## src/hdl/bsfg_pkg.sv

```systemverilog
// Shared types and constants of the battery sample filter and gauge.
package bsfg_pkg;

  // Width of one ADC sample and of every threshold register
  localparam int unsigned SampleBits = 12;

  // Margin above the low threshold that allows the low flag to clear
  localparam logic [SampleBits:0] ClearLowMargin = (SampleBits + 1)'(15);

  // Countdown load value of the external full-charge timer
  localparam int unsigned ChargeTimerLoad = 3600;

  // Divide-by-three as multiply by reciprocal; exact for sums below 2**17
  localparam int unsigned Div3Shift = 17;
  localparam logic [15:0] Div3Recip = 16'd43691;

  // Charger status code that reports charge complete
  localparam logic [2:0] StatusChargeDone = 3'd2;

  // Configuration register map
  typedef enum logic [2:0] {
    CfgGaugeQuarter      = 3'd0,
    CfgGaugeHalf         = 3'd1,
    CfgGaugeThreeQuarter = 3'd2,
    CfgGaugeFull         = 3'd3,
    CfgDrainLimit        = 3'd4,
    CfgLowThreshold      = 3'd5,
    CfgFullThreshold     = 3'd6,
    CfgSprayThreshold    = 3'd7
  } cfg_reg_e;

  // One input item
  typedef struct packed {
    logic [SampleBits-1:0] sample;
    logic                  restart;
    logic                  usb_present;
    logic                  timer_running;
    logic                  charge_timeout;
    logic [2:0]            charger_status;
  } in_item_t;

  // One result item
  typedef struct packed {
    logic [SampleBits-1:0] voltage;
    logic [2:0]            level;
    logic                  low_battery;
    logic                  clear_low_ok;
    logic                  spray_ok;
    logic                  full_charged;
    logic                  filter_done;
    logic                  want_sample;
    logic                  start_timer;
    logic                  stop_timer;
    logic                  show_full;
  } out_item_t;

endpackage

```

## src/hdl/battery_sample_filter_gauge.sv

```systemverilog
// Battery sample filter with gauge level, low/spray/full flags and timer commands.
//
// Usage: ADC samples enter on the input channel (in_valid_i / in_stall_o /
// in_data_i), one per item, together with the restart request and the
// charger and timer pin levels. Each accepted item yields exactly one result
// item on the output channel (out_valid_o / out_stall_i / out_data_o).
// Thresholds are set through the write port (cfg_we_i, cfg_idx_i,
// cfg_data_i) while no item is in flight; the countdown itself (load value
// ChargeTimerLoad) lives outside and is driven by start_timer / stop_timer.
// Timing: an item is captured in the input register at acceptance; its
// result is written to the output register when the result stage fires,
// which raises out_valid_o; the result is held there until it is taken.
// Throughput: one item per cycle while out_stall_i is low. The grouping
// tree, the divide-by-three multiply and the gauge compares form the single
// logic stage between the input register and the output register.
// Reset clears the sampled flag, group position, voltage, full flag and both
// valid bits and loads the default thresholds; the first sample afterwards
// is taken as the voltage directly.
// A stalled result holds; the input register then still takes one more item,
// after which in_stall_o follows out_stall_i.
module battery_sample_filter_gauge (
  input  logic                               clk_i,
  input  logic                               rst_ni,
  input  logic                               in_valid_i,
  output logic                               in_stall_o,
  input  bsfg_pkg::in_item_t                 in_data_i,
  output logic                               out_valid_o,
  input  logic                               out_stall_i,
  output bsfg_pkg::out_item_t                out_data_o,
  input  logic                               cfg_we_i,
  input  logic [2:0]                         cfg_idx_i,
  input  logic [bsfg_pkg::SampleBits-1:0]    cfg_data_i
);
  import bsfg_pkg::*;

  localparam int unsigned SumBits  = SampleBits + 2;
  localparam int unsigned ProdBits = SumBits + 16;

  // Configuration registers
  logic [SampleBits-1:0] quarter_q, half_q, three_q, gfull_q;
  logic [SampleBits-1:0] drain_q, low_thr_q, full_thr_q, spray_thr_q;

  // Filter state
  logic                  sampled_q, sampled_d;
  logic [1:0]            grp_idx_q, grp_idx_d;
  logic [SampleBits-1:0] grp0_q, grp1_q;
  logic [SampleBits-1:0] volt_q, volt_d;
  logic                  full_q, full_d;

  // Pipeline registers
  logic      s1_valid_q;
  in_item_t  s1_q;
  logic      out_valid_q;
  out_item_t out_q, out_d;

  logic s1_fire;
  logic direct, complete;

  logic [SampleBits-1:0] a, b, c, d, pick;
  logic [SumBits-1:0]    sum3;
  logic [ProdBits-1:0]   prod3;
  logic [SampleBits-1:0] avg3, avg_ab, avg_ac, avg_bc;
  logic [SampleBits:0]   sum_ab, sum_ac, sum_bc;
  logic [SampleBits:0]   clr_level;

  // Handshake: result stage advances when the output is free or being taken
  assign s1_fire     = s1_valid_q && (!out_valid_q || !out_stall_i);
  assign in_stall_o  = s1_valid_q && !s1_fire;
  assign out_valid_o = out_valid_q;
  assign out_data_o  = out_q;

  // Classify the item in the result stage
  assign direct = s1_q.restart || !sampled_q;

  always_comb begin
    unique case (grp_idx_q)
      2'd0, 2'd1: complete = 1'b0;
      default:    complete = !direct;
    endcase
  end

  // Group samples; the third one is the item itself
  assign a = grp0_q;
  assign b = grp1_q;
  assign c = s1_q.sample;
  assign d = drain_q;

  // Averages
  assign sum3   = SumBits'(a) + SumBits'(b) + SumBits'(c);
  assign prod3  = ProdBits'(sum3) * ProdBits'(Div3Recip);
  assign avg3   = prod3[Div3Shift +: SampleBits];
  assign sum_ab = (SampleBits + 1)'(a) + (SampleBits + 1)'(b);
  assign sum_ac = (SampleBits + 1)'(a) + (SampleBits + 1)'(c);
  assign sum_bc = (SampleBits + 1)'(b) + (SampleBits + 1)'(c);
  assign avg_ab = sum_ab[SampleBits:1];
  assign avg_ac = sum_ac[SampleBits:1];
  assign avg_bc = sum_bc[SampleBits:1];

  // Decision tree over the three group samples
  always_comb begin
    if (a < quarter_q || b < quarter_q || c < quarter_q) begin
      pick = avg3;
    end else if (b <= a) begin
      if (a - b <= d) begin
        if (c <= b) begin
          pick = (b - c <= d) ? avg3 : avg_ab;
        end else if (c <= a) begin
          pick = avg3;
        end else begin
          pick = (c - a > d) ? c : avg3;
        end
      end else if (c <= b) begin
        pick = a;
      end else if (c <= a) begin
        pick = (a - c > d) ? a : avg_ac;
      end else begin
        pick = (c - a <= d) ? avg_ac : c;
      end
    end else if (b - a <= d) begin
      if (c > b) begin
        pick = (c - b <= d) ? avg3 : c;
      end else if (a > c) begin
        pick = (a - c <= d) ? avg3 : avg_ab;
      end else begin
        pick = avg3;
      end
    end else if (c > b) begin
      pick = (c - b <= d) ? avg_bc : c;
    end else if (a > c) begin
      pick = b;
    end else begin
      pick = (b - c <= d) ? avg_bc : b;
    end
  end

  // Next state and result
  assign clr_level = (SampleBits + 1)'(low_thr_q) + ClearLowMargin;

  always_comb begin
    sampled_d = sampled_q;
    grp_idx_d = grp_idx_q;
    volt_d    = volt_q;
    full_d    = full_q;
    out_d     = '0;

    if (direct) begin
      sampled_d = 1'b1;
      volt_d    = s1_q.sample;
    end else if (complete) begin
      grp_idx_d = 2'd0;
      volt_d    = pick;
      full_d    = (pick > full_thr_q) && s1_q.usb_present;
      out_d.filter_done = 1'b1;
      out_d.start_timer = (pick >= full_thr_q) && !s1_q.timer_running &&
                          !s1_q.charge_timeout;
      out_d.stop_timer  = (pick < full_thr_q) && s1_q.timer_running;
      out_d.show_full   = s1_q.charge_timeout ||
                          (s1_q.charger_status == StatusChargeDone);
    end else begin
      grp_idx_d         = grp_idx_q + 2'd1;
      out_d.want_sample = 1'b1;
    end

    out_d.voltage      = volt_d;
    out_d.full_charged = full_d;
    if (volt_d < quarter_q) begin
      out_d.level = 3'd0;
    end else if (volt_d < half_q) begin
      out_d.level = 3'd1;
    end else if (volt_d < three_q) begin
      out_d.level = 3'd2;
    end else if (volt_d < gfull_q) begin
      out_d.level = 3'd3;
    end else begin
      out_d.level = 3'd4;
    end
    out_d.low_battery  = (low_thr_q != '0) && (volt_d <= low_thr_q);
    out_d.clear_low_ok = (low_thr_q != '0) && ((SampleBits + 1)'(volt_d) >= clr_level);
    out_d.spray_ok     = volt_d >= spray_thr_q;
  end

  // Configuration writes
  always_ff @(posedge clk_i or negedge rst_ni) begin
    if (!rst_ni) begin
      quarter_q   <= SampleBits'(2048);
      half_q      <= SampleBits'(2304);
      three_q     <= SampleBits'(2560);
      gfull_q     <= SampleBits'(2816);
      drain_q     <= SampleBits'(16);
      low_thr_q   <= SampleBits'(2048);
      full_thr_q  <= SampleBits'(2880);
      spray_thr_q <= SampleBits'(2700);
    end else if (cfg_we_i) begin
      unique case (cfg_reg_e'(cfg_idx_i))
        CfgGaugeQuarter:      quarter_q   <= cfg_data_i;
        CfgGaugeHalf:         half_q      <= cfg_data_i;
        CfgGaugeThreeQuarter: three_q     <= cfg_data_i;
        CfgGaugeFull:         gfull_q     <= cfg_data_i;
        CfgDrainLimit:        drain_q     <= cfg_data_i;
        CfgLowThreshold:      low_thr_q   <= cfg_data_i;
        CfgFullThreshold:     full_thr_q  <= cfg_data_i;
        CfgSprayThreshold:    spray_thr_q <= cfg_data_i;
        default:              quarter_q   <= quarter_q;
      endcase
    end
  end

  // Control state and valid bits
  always_ff @(posedge clk_i or negedge rst_ni) begin
    if (!rst_ni) begin
      s1_valid_q  <= 1'b0;
      out_valid_q <= 1'b0;
      sampled_q   <= 1'b0;
      grp_idx_q   <= 2'd0;
      volt_q      <= '0;
      full_q      <= 1'b0;
    end else begin
      if (!in_stall_o) begin
        s1_valid_q <= in_valid_i;
      end
      if (s1_fire) begin
        out_valid_q <= 1'b1;
        sampled_q   <= sampled_d;
        grp_idx_q   <= grp_idx_d;
        volt_q      <= volt_d;
        full_q      <= full_d;
      end else if (!out_stall_i) begin
        out_valid_q <= 1'b0;
      end
    end
  end

  // Payload registers
  always_ff @(posedge clk_i) begin
    if (in_valid_i && !in_stall_o) begin
      s1_q <= in_data_i;
    end
    if (s1_fire) begin
      out_q <= out_d;
      if (!direct && grp_idx_q == 2'd0) begin
        grp0_q <= s1_q.sample;
      end
      if (!direct && grp_idx_q == 2'd1) begin
        grp1_q <= s1_q.sample;
      end
    end
  end

  // Checks
  assert property (@(posedge clk_i) disable iff (!rst_ni)
    grp_idx_q != 2'd3)
    else $error("group position out of range");

  assert property (@(posedge clk_i) disable iff (!rst_ni)
    s1_fire && complete |=> grp_idx_q == 2'd0)
    else $error("group position not cleared after a full group");

  assert property (@(posedge clk_i) disable iff (!rst_ni)
    out_valid_q |-> !(out_q.start_timer && out_q.stop_timer))
    else $error("start and stop timer both set");

  assert property (@(posedge clk_i) disable iff (!rst_ni)
    out_valid_q && (out_q.start_timer || out_q.stop_timer || out_q.show_full)
      |-> out_q.filter_done)
    else $error("timer command without a finished group");

  assert property (@(posedge clk_i) disable iff (!rst_ni)
    out_valid_q |-> !(out_q.filter_done && out_q.want_sample) && out_q.level <= 3'd4)
    else $error("inconsistent result flags or level");

endmodule
```

## config.mk

```make
export PLATFORM = sky130hd
export DESIGN_NAME = battery_sample_filter_gauge
export DESIGN_NICKNAME = d
export VERILOG_FILES = /design/src/hdl/bsfg_pkg.sv /design/src/hdl/battery_sample_filter_gauge.sv
export SDC_FILE = /design/constraint.sdc
export NUM_CORES = 1
export LEC_CHECK = 0
export BUFFER_PORTS_ARGS = -buffer_cell sky130_fd_sc_hd__buf_2
export CORE_UTILIZATION = 58
export DETAILED_ROUTE_END_ITERATION = 6
export PLACE_DENSITY = 0.75
export SYNTH_ARGS = -nofsm -noshare
export SYNTH_HDL_FRONTEND = slang
export SYNTH_SLANG_ARGS = --single-unit
```

## constraint.sdc

```tcl
create_clock -name clk_i -period 21.8 [get_ports clk_i]
set_input_delay 2.18 -clock clk_i [delete_from_list [all_inputs] [get_ports clk_i]]
set_output_delay 2.18 -clock clk_i [all_outputs]
set_load 0.05 [all_outputs]
```

==> results of run 1 <==
## worst min-delay path, cell delays in order, from the launching register on
cell and delay [ps]:
dfrtp_1 350, nand2_1 50, nand2_1 60
## area by class of cell
| type | instances | area share |
|---|---|---|
| tap | 468 | 0.0252 |
| multi-input combinational | 1854 | 0.662 |
| inverter | 302 | 0.0487 |
| clock buffer | 20 | 0.0215 |
| timing repair buffer | 102 | 0.0261 |
| sequential | 181 | 0.210 |
| clock inverter | 12 | 0.00635 |
## sequential cells by signal (all words and copies together) (netlist names), 2 cells and up
register and count:
b 12, a 12, low_thr_q 12, volt_q 12, full_thr_q 12, d 12, half_q 12, spray_thr_q 12
three_q 12, gfull_q 12, s1_q 7, out_data_o 24, c 12, grp_idx_q 2, quarter_q 12
## cells by family after synthesis
kind of cell,Yosys count,share of synthesized area
compound gates,656,0.200
simple gates,528,0.121
fa+ha+maj,478,0.302
buf+inv,373,0.0660
flops,181,0.225
xor+xnor,116,0.0469
mux,76,0.0383
## through the flow
stage,setup slack [ps],cell area (µm²),util
CTS,9040,23300,0.634
global placement,9430,22600,0.616
finish,8670,23300,0.634
floorplan,10740,21700,-
detailed placement,9100,22600,0.616
global route,8000,23300,0.634
## Yosys cell counts (all sizes together) (37+ instances only)
library cell / instances
xnor2: 83
a211oi: 37
ha: 399
fa: 77
nor2: 130
inv: 300
dfrtp: 95
nand2: 155
clkbuf: 41
a21o: 56
o21ai: 144
a21oi: 175
edfxtp: 67
mux2: 56
## worst max-delay path by stage
stage / from / endpoint / slack (ps) / depth (start not counted)
3_5_place_dp: c[2] / out_data_o[10] / 9100 / 47
2_1_floorplan: c[1] / out_data_o[6] / 10740 / 49
3_3_place_gp: c[2] / out_data_o[10] / 9430 / 47
5_1_grt: c[2] / out_data_o[10] / 8000 / 47
6_report: c[2] / out_data_o[10] / 8670 / 47
4_1_cts: c[2] / out_data_o[10] / 9040 / 47
## routing by layer
metal	part of all wire	track usage	up-vias	wire, µm
met4	0.048	0.177	0	3490
met5	0	0	-	0
met1	0.41	0.494	9240	29900
met2	0.46	0.634	880	33500
met3	0.082	0.0679	215	5960
li1	-	-	8690	-
==> flow_summary.ini, run 1 <==
[outcome]
run_status = finished, violations left
violations = DRC

[finish]
ff_latch_area_um2 = 4890
final_net_count = 2973
area_delta_synth_final_pct = 7.30
fillCellCount = 3156
layout-drive-gt1-share = 0.104
multi_input_area_um2 = 15400
diodes = 0
final_common_cell = ha_1
final_cell_mix = ha_1 (399), inv_1 (295), a21oi_1 (172)
finish.cell_count_without_fillers = 2939

[clocking]
cts_setup_buffers = 0
cts-resized-gates = 0
htree_levels = 4
clk_pin_slew_worst_paths_ps = 70
numCtsBuffers = 17
clock_latency_ps = 450
cts_buffer_depth = 2
cts_tree = yes
hold_buffers = 0
clock-root-buffer = clkbuf_16
cts.sinks = 181

[timing]
relSlewSlack = 0.182
finalHoldViolations = 0
fin_skew_ps = 17.0
layout_worst_path_cycle_share = 0.602
timing.setup.tns_ps = 0
setup_violations = 0
grt_setup_unrepaired = false
drv_slew = 0
post-route-min-period_ps = 13130
tightestPinTransition_ps = 1220
timing.fmax_mhz = 76.2
whs_ps = 484

[yosys]
synth_area_leaders = ha_1 (23%), dfrtp_1 (11%), edfxtp_1 (9.3%)
synth.yosys.seq_area_share = 0.225
synth_top_area_share = 0.230
ys_ff_latch = 181
yosysUniqueCellTypes = 97
yosys_warnings = 0
synth_cells = 2408
synth-edff-count = 67
async_flop_share = 0.630
synth_ff_type = dfrtp_1
avgSynthCellArea_um2 = 9.00
synth_area_leader_cell = ha_1
synth_area_um2 = 21700
syn-num-nets = 2923

[worst_setup_path]
cp-start-kind = register
crit_fanout = 12
required_ps = 22000
critPathKind = reg2reg
cp_num_buf_inv = 5
r2r_slack_ps = 8670
critical-path-top-delay-family = compound AO/OA/AOI/OAI gates
arrival_ps = 13330
crit_top_cell = fa_1
rr_startpoint = c[2]
end_kind = register
slowest_delay_ps = 970
r2r_cells = 47
slowest_stage = nor2_1
worstReg2RegEnd = out_data_o[10]

[drt]
dr.pass1.iters = 7
drcViolationCount = 4
vias = 19025
via_per_inst = 6.47
postRouteAntennaNets = 0
routed_wl_mm = 72.9
drt_iter0_drc = 1854
wl_per_cell_um = 24.8

[floorplan]
die_w_um = 195
initial_core_util = 0.591
pin_count = 65
coreArea_um2 = 36700
die_y_um = 195
rows = 70
fp.dieArea_um2 = 38200

[min_path]
holdCritPathClass = reg2reg
min-delay-start = full_q
hold_end = full_q
worstHoldPathCells = 2

[place]
gp_congestion = 1.04
hpwl_mm = 57.4
dp.cells = 2907
port-buffer-count = 64

[global_route]
grt_pass1_wl_mm = 111
grt-ovfl-total = 0
grt_pass1_vias = 18885
antenna_found_initial = 1
grt_max_degree = 72
grt_usage = 0.385

[flow_run]
maxCapViolCount = 0
Power of run 1 is left out: the tool's default activity adds up to more than one toggle a clock period on the data nets, which glitch-free logic cannot reach.
==> run 2, diff against run 1 <==
- PLACE_DENSITY: 0.75 -> 0.78
- clock period: 21.8 -> 11.7 ns (I/O delays scaled with it)
==> flow_summary.ini, run 2 (synthesis results as in run 1) <==
[outcome]
run_status = finished clean

[finish]
multi_input_area_um2 = 15600
largest_reg_flops = 24
final_common_cell = ha_1
fillCellCount = 3111
layout-drive-gt1-share = 0.132
area_delta_synth_final_pct = 9.47
final_net_count = 3015
final_cell_mix = ha_1 (399), inv_1 (295), a21oi_1 (165)
ff_latch_area_um2 = 4890

[clocking]
cts.sinks = 181
clk_pin_slew_worst_paths_ps = 90
numCtsBuffers = 17
clock_latency_ps = 470
hold_buffers = 0
cts_tree = yes
cts_buffer_depth = 2
htree_levels = 4
clock-root-buffer = clkbuf_16

[min_path]
worstHoldPathCells = 2
hold_end = volt_q[3]
holdCritPathClass = reg2reg
min-delay-start = volt_q[3]

[worst_setup_path]
critical-path-top-delay-family = adder cells
r2r_cells = 50
crit_top_cell = fa_1
rr_startpoint = a[2]
arrival_ps = 11370
end_kind = register
r2r_slack_ps = 550
crit_fanout = 7
cp-start-kind = register
slowest_stage = fa_1
critPathKind = reg2reg
worstReg2RegEnd = out_data_o[10]
slowest_delay_ps = 570
cp_num_buf_inv = 6
required_ps = 11920

[drt]
routedLengthMet1_mm = 31.6
dr.pass1.iters = 7
via_per_inst = 6.57
drt_iter0_drc = 1847
postRouteAntennaNets = 0
wl_per_cell_um = 25.8
drcViolationCount = 0
wl_met3_mm = 6.92
dr.max_layer_used = met4
vias = 19585
routed_wl_mm = 77.0
dr_wl_met2_mm = 34.5

[floorplan]
die_w_um = 195
fp.dieArea_um2 = 38200
coreArea_um2 = 36700
die_y_um = 195
rows = 70
initial_core_util = 0.591
pin_count = 65

[timing]
timing.fmax_mhz = 89.7
relSlewSlack = 0.219
tightestPinTransition_ps = 1170
drv_slew = 0
post-route-min-period_ps = 11150
fin_skew_ps = 16.4
layout_worst_path_cycle_share = 0.953
whs_ps = 494
setup_violations = 0
finalHoldViolations = 0

[place]
gp_congestion = 1.05
hpwl_mm = 59.6
port-buffer-count = 64

[global_route]
grt_usage = 0.405
grt_pass1_wl_mm = 116
grt_max_degree = 75
grt_pass1_vias = 19196
grt-ovfl-total = 0
antenna_found_initial = 3

[flow_run]
maxCapViolCount = 0
run 2: cell types whose count changed in the layout (fill, tap and decap cells not counted), moves of 5 or more:
| cell | change |
|---|---|
| inv_12 | +5 |
| a21oi_2 | +7 |
| a21oi_1 | -7 |
| clkinv_8 | +5 |
| buf_4 | +39 |
run 2: worst register-to-register path: cells and delay by family (launching register included):
family / cells / cell delay, ps
adder cells (fa/ha/maj): 10 / 4260
AO/OA/AOI/OAI: 23 / 3860
AND/OR/NAND/NOR: 8 / 1230
XOR/XNOR: 2 / 490
buffers and inverters: 6 / 490
flip-flops: 1 / 420
multiplexers: 1 / 140
run 2: worst max-delay path by stage:
stage | startpoint | end | slack, ps | depth (start not counted)
final | a[2] | out_data_o[10] | 550 | 50
after global routing | a[2] | out_data_o[10] | -80 | 50
after CTS | a[2] | out_data_o[9] | 90 | 46
after detailed placement | a[2] | out_data_o[9] | 190 | 46
after global placement | a[2] | out_data_o[7] | 440 | 48
after floorplan | c[1] | out_data_o[6] | 640 | 49
run 2: routing by layer:
metal / global-route usage / vias up
met3: 0.0770 / 247
met2: 0.649 / 988
met1: 0.530 / 9545
met4: 0.186 / 0
met5: 0 / -
li1: - / 8805
run 2: timing repair:
item / in CTS / in global routing
endpoints found under the setup margin: 0 / 6
gates resized for setup: 0 / 45
setup buffers: 0 / 15
run 2: cell type report:
class                      instances  share of cell area
timing repair buffer             144              0.0394
multi-input combinational       1854               0.655
sequential                       181               0.206
clock inverter                    15             0.00880
clock buffer                      17              0.0179
antenna                            1            0.000105
inverter                         302              0.0478
tap                              468              0.0247
run 2: stage by stage:
| stage | std cells | area (µm²) | setup slack, ps | util | setup TNS, ps |
|---|---|---|---|---|---|
| floorplan | 2408 | 21700 | 645 | - | 0 |
| global placement | 2934 | 22800 | 438 | 0.622 | 0 |
| detailed placement | 2934 | 22800 | 195 | 0.622 | 0 |
| CTS | 2966 | 23400 | 87.7 | 0.639 | 0 |
| global route | 2981 | 23700 | -83.5 | 0.647 | -184 |
| finish | 2982 | 23700 | 549 | 0.647 | 0 |
Power of run 2 is left out for the same reason.
